===== src/rtl/core/tdte_pkg.sv =====
// Package: word types and constants for the tagged decimal token extractor
`timescale 1ns / 1ps

package tdte_pkg;

   localparam int unsigned PrefixLen = 16;
   localparam int unsigned PrefixIdxW = $clog2(PrefixLen);
   localparam int unsigned MatchW = $clog2(PrefixLen + 1);
   localparam int unsigned ValueW = 31;
   localparam int unsigned ProdW = ValueW + 4;

   localparam logic [ValueW-1:0] VALUE_MAX = {ValueW{1'b1}};

   localparam logic [7:0] CHAR_LT = 8'h3C;
   localparam logic [7:0] CHAR_GT = 8'h3E;
   localparam logic [7:0] CHAR_BAR = 8'h7C;
   localparam logic [7:0] CHAR_ZERO = 8'h30;
   localparam logic [7:0] CHAR_NINE = 8'h39;

   typedef struct packed {
      logic [7:0] text_byte;
      logic       end_of_text;
   } req_word_type;

   typedef struct packed {
      logic [ValueW-1:0] token_value;
      logic              value_overflowed;
   } rsp_word_type;

   function automatic logic [7:0] prefix_char(input logic [PrefixIdxW-1:0] idx);
      logic [7:0] c;
      unique case (idx)
         4'd0:    c = 8'h3C; // <
         4'd1:    c = 8'h7C; // |
         4'd2:    c = 8'h63; // c
         4'd3:    c = 8'h6F; // o
         4'd4:    c = 8'h6E; // n
         4'd5:    c = 8'h74; // t
         4'd6:    c = 8'h65; // e
         4'd7:    c = 8'h6E; // n
         4'd8:    c = 8'h74; // t
         4'd9:    c = 8'h5F; // _
         4'd10:   c = 8'h73; // s
         4'd11:   c = 8'h74; // t
         4'd12:   c = 8'h79; // y
         4'd13:   c = 8'h6C; // l
         4'd14:   c = 8'h65; // e
         default: c = 8'h5F; // _
      endcase
      return c;
   endfunction

endpackage


===== src/rtl/core/tagged_decimal_token_extractor.sv =====
// Top level: tag prefix matcher and decimal body accumulator
`timescale 1ns / 1ps

// Usage
// req channel: one text byte per word with an end_of_text marker. A word is
//   taken at an edge where req_valid is high and req_stall is low.
// rsp channel: one word per well-formed tag (the fixed tag prefix, digits,
//   then "|>"), holding the decimal value, saturated at 2^31-1, and an
//   overflow flag. Tags with an empty or non-digit body give no word.
// Path: a word taken from req is held in the input register and worked on
//   from there; its result, if any, is then written to the result register.
// Throughput: one byte per cycle while no result is stalled; set by the
//   single state update per byte (multiply by ten, add, saturation check).
// Stall: while rsp_stall holds a pending result, the input register holds
//   its word and req_stall rises in the same cycle; an empty input
//   register still takes one word before the sender sees a stall.
// Reset: synchronous and active high; all matching state returns to
//   scanning for the prefix and both registers empty. After a byte marked
//   end_of_text the matching state also returns to scanning.
module tagged_decimal_token_extractor
   import tdte_pkg::*;
(
   input  logic         clock,
   input  logic         reset,
   input  logic         req_valid,
   output logic         req_stall,
   input  req_word_type req_word,
   output logic         rsp_valid,
   input  logic         rsp_stall,
   output rsp_word_type rsp_word
);

   localparam logic [1:0] PH_SCAN = 2'd0;
   localparam logic [1:0] PH_BODY = 2'd1;
   localparam logic [1:0] PH_BAR  = 2'd2;

   logic               in_valid_ff, in_valid_in;
   req_word_type       in_word_ff;
   logic               rsp_valid_ff, rsp_valid_in;
   rsp_word_type       rsp_word_ff, rsp_word_in;

   logic [MatchW-1:0]  match_ff, match_in;
   logic [1:0]         phase_ff, phase_in;
   logic               clean_ff, clean_in;
   logic               seen_ff, seen_in;
   logic [ValueW-1:0]  acc_ff, acc_in;
   logic               sat_ff, sat_in;

   logic               advance;
   logic               req_take;
   logic               emit;
   logic [7:0]         b;
   logic               is_digit;
   logic [ProdW-1:0]   prod;
   logic               prod_over;
   logic [MatchW-1:0]  m_cur;
   logic [MatchW-1:0]  m_next;

   assign advance   = in_valid_ff && (!rsp_valid_ff || !rsp_stall);
   assign req_stall = in_valid_ff && !advance;
   assign req_take  = req_valid && !req_stall;

   assign rsp_valid = rsp_valid_ff;
   assign rsp_word  = rsp_word_ff;

   assign b        = in_word_ff.text_byte;
   assign is_digit = (b >= CHAR_ZERO) && (b <= CHAR_NINE);
   assign prod     = ({4'b0, acc_ff} << 3) + ({4'b0, acc_ff} << 1)
                   + {{(ProdW-4){1'b0}}, b[3:0]};
   assign prod_over = prod > {4'b0, VALUE_MAX};

   always_comb begin
      m_cur = (match_ff >= MatchW'(PrefixLen)) ? '0 : match_ff;
      if (b == prefix_char(m_cur[PrefixIdxW-1:0])) begin
         m_next = m_cur + 1'b1;
      end else if (b == CHAR_LT) begin
         m_next = MatchW'(1);
      end else begin
         m_next = '0;
      end
   end

   always_comb begin
      match_in = match_ff;
      phase_in = phase_ff;
      clean_in = clean_ff;
      seen_in  = seen_ff;
      acc_in   = acc_ff;
      sat_in   = sat_ff;
      emit     = 1'b0;
      unique case (phase_ff)
         PH_SCAN: begin
            if (m_next == MatchW'(PrefixLen)) begin
               match_in = '0;
               phase_in = PH_BODY;
               clean_in = 1'b1;
               seen_in  = 1'b0;
               acc_in   = '0;
               sat_in   = 1'b0;
            end else begin
               match_in = m_next;
            end
         end
         PH_BODY, PH_BAR: begin
            if (phase_ff == PH_BAR && b == CHAR_GT) begin
               emit     = clean_ff && seen_ff;
               match_in = '0;
               phase_in = PH_SCAN;
               clean_in = 1'b1;
               seen_in  = 1'b0;
               acc_in   = '0;
               sat_in   = 1'b0;
            end else begin
               if (phase_ff == PH_BAR) begin
                  clean_in = 1'b0;
               end
               if (b == CHAR_BAR) begin
                  phase_in = PH_BAR;
               end else begin
                  phase_in = PH_BODY;
                  if (is_digit) begin
                     seen_in = 1'b1;
                     if (prod_over) begin
                        acc_in = VALUE_MAX;
                        sat_in = 1'b1;
                     end else begin
                        acc_in = prod[ValueW-1:0];
                     end
                  end else begin
                     clean_in = 1'b0;
                  end
               end
            end
         end
         default: begin
            match_in = '0;
            phase_in = PH_SCAN;
         end
      endcase
      if (in_word_ff.end_of_text) begin
         match_in = '0;
         phase_in = PH_SCAN;
         clean_in = 1'b1;
         seen_in  = 1'b0;
         acc_in   = '0;
         sat_in   = 1'b0;
      end
   end

   always_comb begin
      rsp_word_in.token_value      = acc_ff;
      rsp_word_in.value_overflowed = sat_ff;
      if (advance) begin
         rsp_valid_in = emit;
      end else if (!rsp_stall) begin
         rsp_valid_in = 1'b0;
      end else begin
         rsp_valid_in = rsp_valid_ff;
      end
      if (req_take) begin
         in_valid_in = 1'b1;
      end else if (advance) begin
         in_valid_in = 1'b0;
      end else begin
         in_valid_in = in_valid_ff;
      end
   end

   always_ff @(posedge clock) begin
      if (reset) begin
         in_valid_ff  <= 1'b0;
         rsp_valid_ff <= 1'b0;
         match_ff     <= '0;
         phase_ff     <= PH_SCAN;
         clean_ff     <= 1'b1;
         seen_ff      <= 1'b0;
         acc_ff       <= '0;
         sat_ff       <= 1'b0;
      end else begin
         in_valid_ff  <= in_valid_in;
         rsp_valid_ff <= rsp_valid_in;
         if (advance) begin
            match_ff <= match_in;
            phase_ff <= phase_in;
            clean_ff <= clean_in;
            seen_ff  <= seen_in;
            acc_ff   <= acc_in;
            sat_ff   <= sat_in;
         end
      end
   end

   always_ff @(posedge clock) begin
      if (req_take) begin
         in_word_ff <= req_word;
      end
      if (advance && emit) begin
         rsp_word_ff <= rsp_word_in;
      end
   end

   assert property (@(posedge clock) disable iff (reset)
      $rose(rsp_valid_ff) |-> $past(advance))
      else $error("result raised without a byte worked on");

   assert property (@(posedge clock) disable iff (reset)
      rsp_valid_ff && rsp_word_ff.value_overflowed |-> rsp_word_ff.token_value == VALUE_MAX)
      else $error("overflow flagged on an unsaturated value");

   assert property (@(posedge clock) disable iff (reset)
      phase_ff != PH_SCAN |-> match_ff == '0)
      else $error("prefix count live inside a tag body");

   assert property (@(posedge clock) disable iff (reset)
      sat_ff |-> acc_ff == VALUE_MAX && seen_ff)
      else $error("saturation flag without a saturated accumulator");

   assert property (@(posedge clock) disable iff (reset)
      req_stall |-> in_valid_ff && rsp_valid_ff)
      else $error("input held without a pending result");

endmodule


===== config.mk =====
export PLATFORM = sky130hd
export DESIGN_NAME = tagged_decimal_token_extractor
export DESIGN_NICKNAME = d
export VERILOG_FILES = /design/src/rtl/core/tdte_pkg.sv /design/src/rtl/core/tagged_decimal_token_extractor.sv
export SDC_FILE = /design/constraint.sdc
export NUM_CORES = 1
export LEC_CHECK = 0
export ABC_AREA = 0
export BUFFER_PORTS_ARGS = -buffer_cell sky130_fd_sc_hd__buf_2
export CAP_MARGIN = 20
export CORE_MARGIN = 3
export CORE_UTILIZATION = 55
export DETAILED_ROUTE_END_ITERATION = 8
export HOLD_SLACK_MARGIN = 0.12
export PLACE_DENSITY = 0.84
export SETUP_SLACK_MARGIN = 0.15
export SLEW_MARGIN = 20
export SYNTH_ARGS = -nofsm -noshare
export SYNTH_HDL_FRONTEND = slang
export SYNTH_SLANG_ARGS = --single-unit
export TNS_END_PERCENT = 5

===== constraint.sdc =====
create_clock -name clock -period 4.7 [get_ports clock]
set_clock_uncertainty 0.15 [all_clocks]
set_input_delay 0.705 -clock clock [delete_from_list [all_inputs] [get_ports clock]]
set_output_delay 0.705 -clock clock [all_outputs]
set_load 0.05 [all_outputs]

; ---- After elaboration in Yosys (flattened, before gate mapping)
; Memories as Yosys holds them, arrays and structs flattened.
; Cells that the tools add are included.
[classes]
add_sub_neg = 3
magnitude_cmp = 4
eq_ne = 13
muxes = 44
n_reduce_logical = 21
[op_table]
columns = op, count
row1 = 2-to-1 mux 31 bit, 6
row2 = one-hot mux 31 bit (2 select lines), 1
row3 = adder 34 x 32 -> 35 bit, 1
row4 = adder 35 x 4 -> 35 bit, 1
row5 = greater-than comparator 35 x 31 -> 1 bit (second input constant), 1
row6 = 2-to-1 mux 5 bit, 5
row7 = 2-to-1 mux 1 bit, 23
row8 = == test 8 x 6 -> 1 bit (second input constant), 2
row9 = != test 4 bit (second input constant), 3
row10 = one-hot mux 5 bit (2 select lines), 1
row11 = == test 8 x 7 -> 1 bit (second input constant), 1
row12 = == test 8 bit, 1
row13 = greater-or-equal comparator 8 x 6 -> 1 bit (second input constant), 1
row14 = less-or-equal comparator 8 x 6 -> 1 bit (second input constant), 1
row15 = 2-to-1 mux 2 bit, 4
row16 = logical AND 1 bit, 7
row17 = != test 3 bit (second input constant), 2
row18 = one-hot mux 1 bit (2 select lines), 3
row19 = AND reduction 6 bit, 1
row20 = adder 5 x 1 -> 5 bit (second input constant), 1
row21 = == test 5 bit (second input constant), 1
row22 = greater-or-equal comparator 5 bit (second input constant), 1
row23 = AND reduction 5 bit, 1
row24 = zero test 1 bit, 4
row25 = 11 further kinds, 12
[word_totals]
reg_bits = 84
rom_bits = 112
out_inout_bits = 34
wordCells = 98
mem_count = 1
[mem_list]
columns = memory, words, width, rd, rd_ports_with_merged_regs, wr, line
row1 = (no name shown), 16, 7, 1, 0, 0, tdte_pkg.sv:32  ; unique case (idx)

; ---- Depth between registers and ports, before layout
[depth]
ltp_word = 9
depth_mapped = 15

; ---- Worst setup path before layout
; OpenSTA, ideal clock, no wires.
[synth_path]
path_type = input to register
from = input rsp_stall
to = register rsp_word_ff, in the netlist rsp_word[0], enable pin
setup_time_ns = 0.463
arrival_time_ns = 3.191
slack_ns = 0.895
path_stages = 3
n_path_buf = 0
path_cell_list = nand2_1 nand2_1 nor3_1
[synth_via]
elab_chain_len = 4
[synth_lines]
columns = element, line
row1 = "start, declared", tagged_decimal_token_extractor.sv:29  ; input logic rsp_stall,
row2 = zero test 1 bit, --
row3 = logical OR 1 bit, tagged_decimal_token_extractor.sv:59  ; assign advance = in_valid_ff && (!rsp_valid_ff || !rsp_stall);
row4 = logical AND 1 bit, tagged_decimal_token_extractor.sv:59
row5 = logical AND 1 bit, tagged_decimal_token_extractor.sv:197  ; if (advance && emit) begin
row6 = "end signal, assigned", tagged_decimal_token_extractor.sv:198  ; rsp_word_ff <= rsp_word_in;
row7 = "end, declared", tagged_decimal_token_extractor.sv:40  ; rsp_word_type rsp_word_ff, rsp_word_in;
; No other way between the ends.
; A chain may end at the register's enable or synchronous reset.

; ---- Worst setup path after layout
[layout_path]
from = register match_ff[4]
to = register acc_ff[15]
[layout_via]
elab_chain_len = 8
word_cells_on_any_way = 9
classes_between = add/sub: 1 / order compare: 1 / eq/ne: 3 / mux: 2 / reduce/logical: 1 / memory: 1
[layout_lines]
columns = element, line
row1 = "start, declared", tagged_decimal_token_extractor.sv:42  ; logic [MatchW-1:0] match_ff, match_in;
row2 = "start signal, assigned", tagged_decimal_token_extractor.sv:183  ; match_ff <= match_in;
row3 = greater-or-equal comparator 5 bit, tagged_decimal_token_extractor.sv:73  ; m_cur = (match_ff >= MatchW'(PrefixLen)) ? '0 : match_ff;
row4 = 2-to-1 mux 5 bit *, tagged_decimal_token_extractor.sv:73
row5 = memory read (16 x 7 bit), --
row6 = == test 8 bit, tagged_decimal_token_extractor.sv:74  ; if (b == prefix_char(m_cur[PrefixIdxW-1:0])) begin
row7 = 2-to-1 mux 5 bit *, tagged_decimal_token_extractor.sv:74
row8 = == test 5 bit *, tagged_decimal_token_extractor.sv:93  ; if (m_next == MatchW'(PrefixLen)) begin
row9 = != test 3 bit (no line) *, --
row10 = AND reduction 5 bit (no line) *, --
row11 = "end signal, assigned", tagged_decimal_token_extractor.sv:187  ; acc_ff <= acc_in;
row12 = "end, declared", tagged_decimal_token_extractor.sv:46  ; logic [ValueW-1:0] acc_ff, acc_in;
; Mark *: on every way between the ends. The rest lies on a longest branch, timed or not.

==> key figures <==
STA
  • Max Slew Vio Count: 0
  • Worst slew pin tran: 0.8068 ns
  • Endpoints failing hold: 0
  • Final Setup Violations: 0
  • Fin crit share: 0.8527
  • FMAX: 249.5 MHz
  • Setup TNS: 0 ns
  • Worst slew margin: 0.4610
  • Period minus WS final: 4.008 ns
  • RSZ-0062 raised after global routing: false

Min path
  • HP Start: sat_ff
  • WHS Path Cells: 0
  • Worst Hold End: rsp_word[0]
  • Hold crit path type: reg2reg

Synthesis
  • Synth top area share: 0.2177
  • Post-synth cell types: 67
  • Syn Std Cell Area: 5655 sq um
  • Seq/Total Area, Yosys: 0.3699
  • Register bit total from synthesis: 84
  • Synth warn: 0
  • Largest area contributor in the netlist: edfxtp_1
  • Average cell area after synthesis: 9.634 sq um
  • Mapped Cells: 587
  • Ys async rst share: 0
  • Most common library cells after synthesis: 70 x ha_1, 67 x nand2_1, 43 x dfxtp_1, 41 x edfxtp_1, 38 x a21oi_1
  • Syn Nets: 672
  • Top-count cell post-synth: ha_1
  • Post-synth EDFFs: 41
  • Top post-synthesis cells by area: edfxtp_1 22%, ha_1 15%, dfxtp_1 15%
  • Synth Flop Type: dfxtp_1

Clock tree
  • Post-CTS Setup Inserts: 0
  • CTS root buf: clkbuf_8
  • CTS tree: done
  • Clock Sinks: 84
  • Hold buffer count at CTS: 0
  • CTS clk-pin slew, worst paths: 0.09 ns
  • CTS Buf Count: 9
  • Clock Path Buffers: 2
  • H-tree Lvls: 3
  • Clk Latency, worst-skew pair: 0.36 ns
  • # resized after CTS: 0

Detailed routing
  • Routed Antenna Nets: 0
  • Iteration-0 DRC Markers: 213
  • DRC errors left: 0
  • WL final: 12260 um
  • Total vias in the final route: 4648
  • Vias per cell: 6.076
  • Avg WL per Cell: 16.03 um
  • TritonRoute pass-1 iters: 5

Worst setup path
  • Setup CP Type: reg2reg
  • Worst EP arrival: 4.16 ns
  • RR Endpoint: acc_ff[15]
  • Worst setup SP type: flip-flop
  • Critical Path End Type: flip-flop
  • Largest stage delay, worst path: 0.55 ns
  • Worst Path Max Fanout: 31
  • FF-to-FF Start: match_ff[4]
  • WP data required: 4.86 ns
  • Worst r2r path cells: 11
  • Reg2Reg Setup Slack: 0.69 ns
  • Worst-path cell chain: inv_1 > nand2_1 > ha_1 > a211oi_1 > nor2_1 > or4_4 > a311oi_4 > a311oi_2 > nor4_4 > buf_4 > a22o_1
  • CP max-delay cell: dfxtp_1

Placed design
  • Placed Area: 5979 sq um
  • Final HPWL DP: 9194 um
  • PortBufs: 46
  • RD Place Congestion: 0.9670

Power and ir drop
  • Worst IR drop on VDD: 0.1716 mV
  • Leakage: 0.002945 uW
  • Power density over the cells: 221.7 nW/um^2

GRT
  • Vias in the first global route: 4587
  • Global-route wire length before repair: 20510 um
  • GR met2 Demand/Resource: 0.4026
  • Largest net degree at the start of global routing: 32
  • Met1 Use GR: 0.2478
  • Global Route Usage Sum: 0.2188
  • GRT busiest layer: met2
  • GRT overflow: 0
  • Met3 GRT Util: 0.03239
  • Initial antenna violation count: 0

Die
  • Initial core utilization: 0.5733
  • Die area: 11540 sq um
  • Area of the core: 9864 sq um
  • Die Height: 107.4 um
  • Rows: 36
  • IO Count: 47
  • Die W: 107.4 um

Outcome
  • Status: completed

Run
  • Max_cap viols: 0

Cells and area
  • Finished Cell Area: 6188 sq um
  • Area grow syn2layout: 9.425%
  • Nets: 712
  • Diodes inserted: 0
  • Layout Utilization: 0.6273
  • Filler cell count: 842
  • Fraction of layout cells with a size suffix above 1: 0.1297
==> registers in the layout, indices dropped and copies added (netlist names) <==
register     count
in_valid_ff      1
sat_ff           1
acc_ff          31
match_ff         5
b                8
in_word_ff       1
phase_ff         2
rsp_valid        1
seen_ff          1
rsp_word        32
clean_ff         1
==> power breakdown <==
group	leakage [uW]	internal, uW	total [uW]	switching (uW)
Combinational	0.00207	17.7	49.7	32.0
Sequential	0.000771	770	779	8.55
Clock	0.0000995	265	544	279
==> cells in the final DEF (no fill, tap or decap), types with 8 or more instances in the layout <==
cell type,netlist,routed
ha_1,70,70
and3_1,8,8
clkbuf_8,0,10
nand2_1,67,67
a22o_1,31,31
nor3_1,12,11
a21o_1,10,10
xor2_1,13,13
o21ai_0,24,24
o21ai_1,8,8
edfxtp_1,41,41
o21a_1,8,8
nand3_1,15,15
a21oi_1,38,38
xnor2_1,16,16
buf_2,10,46
dfxtp_1,43,43
inv_1,18,18
nor2_1,31,30
nand2b_1,13,13
==> area by class of cell <==
class | instances | area, sq um | share of cell area
timing repair buffer | 51 | 267.8 | 0.04327
clock inverter | 6 | 71.32 | 0.01152
sequential | 84 | 2092 | 0.3381
inverter | 18 | 67.56 | 0.01092
multi-input combinational | 463 | 3386 | 0.5471
tap | 133 | 166.4 | 0.02689
clock buffer | 10 | 137.6 | 0.02224
==> critical path, delay by kind of cell (launching register included) <==
kind                     cells  cell delay, ns
buffers and inverters        2            0.57
AO/OA/AOI/OAI                4            1.25
adder cells (fa/ha/maj)      1            0.35
AND/OR/NAND/NOR              4            1.07
flip-flops                   1            0.55
==> kinds of logic after synthesis <==
group                      share of synthesized area
muxes                                       0.007743
DFF                                           0.3699
xor gates and xnor gates                     0.04491
buffers and inverters                        0.03274
and+or+nand+nor                               0.1670
AOI/OAI and AO/OA                             0.2157
adders and majority gates                     0.1619
==> per-layer routing <==
metal,wire length [um],part of all wire
met1,5093,0.42
met3,521,0.042
met2,6311,0.51
met5,0,0
met4,335,0.027
==> worst max path at each step <==
stage | startpoint | endpoint | slack, ns | cells past startpoint
3_3_place_gp | match_ff[4] | acc_ff[0] | 0.91 | 10
3_5_place_dp | match_ff[4] | acc_ff[15] | 0.74 | 11
2_1_floorplan | rsp_stall | rsp_word[0] | 0.90 | 3
6_report | match_ff[4] | acc_ff[15] | 0.69 | 11
4_1_cts | match_ff[4] | acc_ff[15] | 0.72 | 11
5_1_grt | match_ff[4] | acc_ff[15] | 0.43 | 13
==> metrics by stage <==
step | total power (uW) | worst slack, ns | instances | hold WS, ns
after global routing | 1417 | 0.4328 | 765 | 0.3282
final | 1372 | 0.6924 | 765 | 0.2966
after detailed placement | 845.6 | 0.7410 | 749 | 0.2748
after CTS | 1382 | 0.7198 | 765 | 0.3004
after global placement | 842.1 | 0.9111 | 749 | 0.2666
after floorplan | 828.0 | 0.8954 | 587 | 0.2582
Note: power is estimated with default switching activity, not from simulation.
